File: src/rtl/mbsp_pkg.sv
// ---------------------------------------------------------------------------
// mbsp_pkg
// Shared types and constants for the MIDI byte stream parser.
// ---------------------------------------------------------------------------
`timescale 1ns / 1ps

package mbsp_pkg;

  // Status byte codes
  localparam logic [7:0] SYSEX_START     = 8'hF0;
  localparam logic [7:0] SYSEX_END       = 8'hF7;
  localparam logic [7:0] REALTIME_FIRST  = 8'hF8;
  localparam logic [7:0] NO_STATUS       = 8'h00;

  // Upper nibble of channel messages
  localparam logic [3:0] HI_NOTE_OFF     = 4'h8;
  localparam logic [3:0] HI_NOTE_ON      = 4'h9;
  localparam logic [3:0] HI_CONTROL      = 4'hB;
  localparam logic [3:0] HI_PROGRAM      = 4'hC;
  localparam logic [3:0] HI_CHAN_PRESS   = 4'hD;
  localparam logic [3:0] HI_PITCH_BEND   = 4'hE;
  localparam logic [3:0] HI_SYSTEM       = 4'hF;

  // Sustain pedal controller number and on threshold
  localparam logic [6:0] CC_SUSTAIN      = 7'h40;
  localparam logic [6:0] SUSTAIN_THRESH  = 7'h40;

  localparam int unsigned NUM_CHANNELS   = 4;

  typedef enum logic [2:0] {
    KIND_NOTE_OFF = 3'd0,
    KIND_NOTE_ON  = 3'd1,
    KIND_SUSTAIN  = 3'd2,
    KIND_PROGRAM  = 3'd3,
    KIND_BEND     = 3'd4
  } event_kind_t;

  typedef struct packed {
    logic [7:0] current_status;
    logic [7:0] running_status;
    logic [1:0] param_count;
    logic [6:0] first_data_byte;
    logic       sysex_active;
  } parser_state_t;

  typedef struct packed {
    event_kind_t kind;
    logic [1:0]  channel;
    logic [7:0]  value;
  } midi_event_t;

endpackage

File: src/rtl/mbsp_decode.sv
// ---------------------------------------------------------------------------
// mbsp_decode
// Combinational byte decode: next parser state and the optional event.
// ---------------------------------------------------------------------------
`timescale 1ns / 1ps

module mbsp_decode (
  input  logic [7:0]            rx_byte,
  input  logic [3:0]            channel_enable_mask,
  input  mbsp_pkg::parser_state_t state_cur,
  output mbsp_pkg::parser_state_t state_next,
  output logic                  emit,
  output mbsp_pkg::midi_event_t ev
);
  import mbsp_pkg::*;

  logic [6:0] data7;
  logic [1:0] count_inc;
  logic [1:0] msg_size;
  logic [3:0] hi;
  logic [3:0] chan;
  logic [6:0] first_byte;
  logic       chan_on;

  assign data7      = rx_byte[6:0];
  assign count_inc  = state_cur.param_count + 2'd1;
  assign hi         = state_cur.current_status[7:4];
  assign chan       = state_cur.current_status[3:0];
  // first data byte as it stands after this byte is taken
  assign first_byte = (state_cur.param_count == 2'd0) ? data7 : state_cur.first_data_byte;
  assign msg_size   = (hi == HI_PROGRAM || hi == HI_CHAN_PRESS) ? 2'd1 : 2'd2;
  assign chan_on    = (chan < 4'(NUM_CHANNELS)) && channel_enable_mask[chan[1:0]];

  always_comb begin
    state_next = state_cur;
    emit       = 1'b0;
    ev.kind    = KIND_NOTE_OFF;
    ev.channel = chan[1:0];
    ev.value   = {1'b0, first_byte};

    if (rx_byte[7]) begin
      // status bytes; real-time bytes only pass through
      if (rx_byte == SYSEX_START) state_next.sysex_active = 1'b1;
      if (rx_byte == SYSEX_END)   state_next.sysex_active = 1'b0;
      if (rx_byte < REALTIME_FIRST) begin
        state_next.current_status = rx_byte;
        state_next.running_status = (rx_byte < SYSEX_START) ? rx_byte : NO_STATUS;
        state_next.param_count    = 2'd0;
      end
    end else if (state_cur.param_count != 2'd2 && state_cur.current_status != NO_STATUS) begin
      // data byte with a known status
      state_next.first_data_byte = first_byte;
      state_next.param_count     = count_inc;
      if (!state_cur.sysex_active && hi != HI_SYSTEM && count_inc >= msg_size) begin
        // message complete
        state_next.param_count    = 2'd0;
        state_next.current_status = state_cur.running_status;
        if (chan_on) begin
          case (hi)
            HI_NOTE_OFF: begin
              emit    = 1'b1;
              ev.kind = KIND_NOTE_OFF;
            end
            HI_NOTE_ON: begin
              emit    = 1'b1;
              ev.kind = (data7 != 7'd0) ? KIND_NOTE_ON : KIND_NOTE_OFF;
            end
            HI_CONTROL: begin
              emit     = (first_byte == CC_SUSTAIN);
              ev.kind  = KIND_SUSTAIN;
              ev.value = {7'd0, (data7 >= SUSTAIN_THRESH)};
            end
            HI_PROGRAM: begin
              emit    = 1'b1;
              ev.kind = KIND_PROGRAM;
            end
            HI_PITCH_BEND: begin
              emit     = 1'b1;
              ev.kind  = KIND_BEND;
              ev.value = {data7, data7[6]};
            end
            default: begin
              emit = 1'b0;
            end
          endcase
        end
      end
    end
  end

endmodule

File: src/rtl/mbsp_out_reg.sv
// ---------------------------------------------------------------------------
// mbsp_out_reg
// Result register holding one event word until the sink takes it.
// ---------------------------------------------------------------------------
`timescale 1ns / 1ps

module mbsp_out_reg (
  input  logic                  clk,
  input  logic                  rst,
  input  logic                  load,
  input  mbsp_pkg::midi_event_t ev_in,
  output logic                  free,
  output logic                  event_valid,
  input  logic                  event_ready,
  output mbsp_pkg::midi_event_t ev_out
);
  import mbsp_pkg::*;

  // register accepts a new word when empty or being drained
  assign free = !event_valid || event_ready;

  always_ff @(posedge clk) begin
    if (rst) begin
      event_valid <= 1'b0;
    end else if (load) begin
      event_valid <= 1'b1;
    end else if (event_ready) begin
      event_valid <= 1'b0;
    end
  end

  always_ff @(posedge clk) begin
    if (load) begin
      ev_out <= ev_in;
    end
  end

endmodule

File: src/rtl/midi_byte_stream_parser_unit.sv
// A byte is registered on accept, and its event is loaded into the result
// register as the byte leaves the input register, which may wait on a stall.
// Throughput: one byte per cycle while no event waits on the result register.
// A byte with an event waits only while the result register is full and not
// being drained. Reset: rst (synchronous) clears parser state, empties both
// registers and sets the enable mask register to 1. No clearing pass.
// ---------------------------------------------------------------------------
// midi_byte_stream_parser_unit
// Running status MIDI parser yielding note, sustain, program and bend events.
// ---------------------------------------------------------------------------
`timescale 1ns / 1ps

module midi_byte_stream_parser_unit (
  input  logic       clk,
  input  logic       rst,
  input  logic [7:0] rx_byte,
  input  logic       rx_byte_valid,
  output logic       rx_byte_ready,
  input  logic [3:0] channel_enable_mask,
  input  logic       cfg_valid,
  output logic       cfg_ready,
  output logic [2:0] event_kind,
  output logic [1:0] event_channel,
  output logic [7:0] event_value,
  output logic       event_valid,
  input  logic       event_ready
);
  import mbsp_pkg::*;

  logic          in_valid;
  logic [7:0]    in_byte;
  logic [3:0]    enable_mask;
  parser_state_t state;
  parser_state_t state_next;
  logic          emit;
  midi_event_t   ev;
  midi_event_t   ev_out;
  logic          out_free;
  logic          advance;

  // config register, always writable
  assign cfg_ready = 1'b1;

  always_ff @(posedge clk) begin
    if (rst) begin
      enable_mask <= 4'd1;
    end else if (cfg_valid) begin
      enable_mask <= channel_enable_mask;
    end
  end

  // input register stage
  assign advance       = in_valid && (!emit || out_free);
  assign rx_byte_ready = !in_valid || advance;

  always_ff @(posedge clk) begin
    if (rst) begin
      in_valid <= 1'b0;
    end else if (rx_byte_ready) begin
      in_valid <= rx_byte_valid;
    end
  end

  always_ff @(posedge clk) begin
    if (rx_byte_ready && rx_byte_valid) begin
      in_byte <= rx_byte;
    end
  end

  // parser state, updated as each byte leaves the input stage
  always_ff @(posedge clk) begin
    if (rst) begin
      state.current_status  <= NO_STATUS;
      state.running_status  <= NO_STATUS;
      state.param_count     <= 2'd0;
      state.first_data_byte <= 7'd0;
      state.sysex_active    <= 1'b0;
    end else if (advance) begin
      state <= state_next;
    end
  end

  mbsp_decode u_decode (
    .rx_byte             (in_byte),
    .channel_enable_mask (enable_mask),
    .state_cur           (state),
    .state_next          (state_next),
    .emit                (emit),
    .ev                  (ev)
  );

  mbsp_out_reg u_out_reg (
    .clk         (clk),
    .rst         (rst),
    .load        (advance && emit),
    .ev_in       (ev),
    .free        (out_free),
    .event_valid (event_valid),
    .event_ready (event_ready),
    .ev_out      (ev_out)
  );

  assign event_kind    = ev_out.kind;
  assign event_channel = ev_out.channel;
  assign event_value   = ev_out.value;

endmodule

File: config.mk
export PLATFORM = sky130hd
export DESIGN_NAME = midi_byte_stream_parser_unit
export DESIGN_NICKNAME = d
export VERILOG_FILES = /design/src/rtl/mbsp_pkg.sv /design/src/rtl/mbsp_decode.sv /design/src/rtl/mbsp_out_reg.sv /design/src/rtl/midi_byte_stream_parser_unit.sv
export SDC_FILE = /design/constraint.sdc
export NUM_CORES = 1
export LEC_CHECK = 0
export BUFFER_PORTS_ARGS = -buffer_cell sky130_fd_sc_hd__clkbuf_2
export CAP_MARGIN = 15
export CORE_MARGIN = 5
export CORE_UTILIZATION = 45
export CTS_CLUSTER_DIAMETER = 50
export DETAILED_ROUTE_END_ITERATION = 10
export GPL_ROUTABILITY_DRIVEN = 1
export HOLD_SLACK_MARGIN = 0.02
export PLACE_DENSITY = 0.62
export SLEW_MARGIN = 20
export SYNTH_ARGS = -nofsm -noshare
export SYNTH_HDL_FRONTEND = slang
export SYNTH_SLANG_ARGS = --single-unit
File: constraint.sdc
create_clock -name clk -period 6.31 [get_ports clk]
set_clock_uncertainty 0.15 [all_clocks]
set_input_delay 0.631 -clock clk [delete_from_list [all_inputs] [get_ports clk]]
set_output_delay 0.631 -clock clk [all_outputs]
set_load 0.01 [all_outputs]
==> impl_metrics.env <==
export IMPL_required_ns=5.53
export IMPL_slew_violations=0
export IMPL_ir_worst_vdd_mv=0.136
export IMPL_synth_xor_area_share_pct=0
export IMPL_power_frac_clock_pct=30.5
export IMPL_grt_pass1_vias=1707
export IMPL_drive_gt1_share_pct=22.5
export IMPL_synthFlopType="dfxtp_1"
export IMPL_power_switching_uw=162
export IMPL_fill_cells=595
export IMPL_hold_viol_final=0
export IMPL_ant_nets=0
export IMPL_syn_num_nets=276
export IMPL_rsz0062_at_grt="no"
export IMPL_yosys_area_share_simple_pct=21.3
export IMPL_tritoncts="built"
export IMPL_antenna_found_initial=0
export IMPL_postCtsHoldBufs=0
export IMPL_port_buffer_count=31
export IMPL_yosysWarnings=0
export IMPL_clk_pin_slew_ns=0.10
export IMPL_post_cts_setup_buffers=0
export IMPL_worst_setup_path_type="flop to output port"
export IMPL_die_area_mm2=0.00750
export IMPL_postLayoutCoreUtil_pct=49.2
export IMPL_chipHeight_um=86.6
export IMPL_worstHoldPathType="flop to flop"
export IMPL_ys_async_sr_fraction_pct=0
export IMPL_tns_ns=0
export IMPL_synth_compound_area_share_pct=15.7
export IMPL_regToRegSetupSlack_ns=2.95
export IMPL_num_vias=1920
export IMPL_ff_latch_area_mm2=0.00127
export IMPL_setup_viol=0
export IMPL_status="finished clean"
export IMPL_die_w_um=86.6
export IMPL_cp_startpoint="state[8]$_SDFFE_PP0P_"
export IMPL_synthTopCellsByArea="dfxtp_1 24%, edfxtp_1 24%, mux2i_1 6.8%"
export IMPL_placed_area_mm2=0.00278
export IMPL_syn_area_mm2=0.00264
export IMPL_drt_first_pass_iters=4
export IMPL_cts_max_level=2
export IMPL_gp_congestion=0.791
export IMPL_cap_violations=0
export IMPL_p_int_uw=472
export IMPL_dpl_hpwl_um=3720
export IMPL_worstReg2RegEnd="u_out_reg.ev_out[12]$_SDFFCE_PP0P_"
export IMPL_wl_per_cell_um=14.8
export IMPL_timing_fmax_mhz=290
export IMPL_period_share_pct=54.7
export IMPL_seq_area_frac_synth_pct=48.1
export IMPL_path_max_fanout=12
export IMPL_leakage_uw=0.00105
export IMPL_synth_top_area_cell="dfxtp_1"
export IMPL_wl_um=5200
export IMPL_reg2reg_from="state[8]$_SDFFE_PP0P_"
export IMPL_synthCells=255
export IMPL_total_power_uw=634
export IMPL_synth_common_cells="32 x dfxtp_1, 21 x edfxtp_1, 18 x mux2i_1"
export IMPL_synth_top_family_by_area="simple AND/OR/NAND/NOR gates"
export IMPL_final_area_mm2=0.00286
export IMPL_initial_core_util_pct=45.4
export IMPL_rows=28
export IMPL_synth_most_common_cell="dfxtp_1"
export IMPL_track_usage_pct=14.6
export IMPL_antenna_cells=0
export IMPL_fp_coreArea_mm2=0.00582
export IMPL_post_cts_resized=0
export IMPL_drcViolationCount=0
export IMPL_endpoint_kind="output port"
export IMPL_grt_pass1_wl_um=8650
export IMPL_cts_buffers=5
export IMPL_arrival_ns=2.67
export IMPL_cts_sinks=53
export IMPL_endpoint="rx_byte_ready"
export IMPL_insertion_delay_ns=0.31
export IMPL_synth_top_cell_area_share_pct=24.2
export IMPL_ios=33
export IMPL_pwr_share_seq_pct=60.5
export IMPL_layout_nets=296
export IMPL_vias_per_cell=5.47
export IMPL_multi_input_area_mm2=0.00123
export IMPL_period_minus_slack_ns=3.45
export IMPL_synth_edf_count=21
export IMPL_synth_avg_cell_area_um2=10.4
export IMPL_cts_root_buf="clkbuf_8"
export IMPL_muxShareOfSynthArea_pct=7.67
export IMPL_p_comb_share_pct=9.0
export IMPL_synth_seq_cells=53
export IMPL_syn2layout_area_growth_pct=8.33
export IMPL_maxSlewHeadroom_pct=33.7
export IMPL_critPathLaunchType="flop"
export IMPL_ys_types=56
export IMPL_clockBufferDepth=2
export IMPL_worst_r2r_cell_count=7
export IMPL_worst_slew_pin_slew_ns=0.990
export IMPL_overflow=0
export IMPL_grt_start_max_net_pins=36
export IMPL_p_per_area_mw_per_mm2=221
export IMPL_synth_adder_area_share_pct=1.89
export IMPL_p_sw_share_pct=25.5
export IMPL_drt_iter0_markers=107
## flip-flops by register name, summed over array words and instances (netlist names)
signal / flops
enable_mask: 4
in_byte: 8
in_valid: 1
state: 26
u_out_reg.ev_out: 13
u_out_reg.event_valid: 1
## cell families (layout without fill, tap and decap cells)
group,Yosys count,after routing
AOI/OAI and AO/OA,63,63
other,1,1
buffers and inverters,23,44
muxes,20,20
adders and majority gates,4,4
DFF,53,53
and+or+nand+nor,91,91
## worst max-delay path, stage by stage (launching register included)
cell      delay (ns)
dfxtp_1         0.37
inv_1           0.08
ha_1            0.39
or4b_2          0.67
o22ai_1         0.14
a32o_1          0.31
nand4_1         0.21
clkbuf_2        0.20
## through the flow
stage / instances / worst slack, ns / hold slack (ns)
after detailed placement: 343 / 2.92 / 0.290
final: 351 / 2.86 / 0.302
after global placement: 343 / 2.98 / 0.284
after global routing: 351 / 2.69 / 0.321
after floorplan: 255 / 3.46 / 0.277
after CTS: 351 / 2.82 / 0.304
## cell type report
class / instances / area share (%)
clock buffers: 6 / 2.53
clock inverters: 2 / 0.481
inverters: 4 / 0.524
multi-input cells: 179 / 43.1
flip-flops and latches: 53 / 44.4
well taps: 75 / 3.28
repair buffers: 32 / 5.68
## power by group through the flow
stage | clock, uW | combinational (uW) | sequential, uW
after floorplan | 0 | 52.4 | 380
after global placement | 0 | 57.0 | 391
after detailed placement | 0 | 57.3 | 391
after CTS | 201 | 57.4 | 383
after global routing | 216 | 64.8 | 385
final | 193 | 57.1 | 383
## per-layer routing
metal	GRT usage (%)	part of all wire, %	vias up
li1	-	-	986
met5	0	0	-
met1	20.7	48	886
met2	22.0	45	39
met4	5.24	1.7	0
met3	3.14	4.9	9
## worst min-delay path by stage
stage	startpoint	endpoint	slack (ns)	depth (start not counted)
floorplan	state[10]$_SDFFE_PP0P_	state[10]$_SDFFE_PP0P_	0.28	2
global placement	state[10]$_SDFFE_PP0P_	state[10]$_SDFFE_PP0P_	0.28	2
detailed placement	state[10]$_SDFFE_PP0P_	state[10]$_SDFFE_PP0P_	0.29	2
CTS	state[10]$_SDFFE_PP0P_	state[10]$_SDFFE_PP0P_	0.30	2
global route	state[10]$_SDFFE_PP0P_	state[10]$_SDFFE_PP0P_	0.32	2
finish	state[10]$_SDFFE_PP0P_	state[10]$_SDFFE_PP0P_	0.30	2
## cells in the final DEF (no fill, tap or decap), drive strengths merged, types with 5 or more instances in the layout
cell type | Yosys | final
clkbuf | 11 | 37
dfxtp | 32 | 32
edfxtp | 21 | 21
a21oi | 21 | 21
mux2i | 18 | 18
nor2 | 15 | 15
nand2 | 14 | 14
o21ai | 13 | 13
nand3 | 11 | 11
a31oi | 10 | 10
nor2b | 9 | 9
or3 | 8 | 8
o2bb2ai | 6 | 6
inv | 4 | 5
No activity file was read; power rests on OpenSTA's default activity.
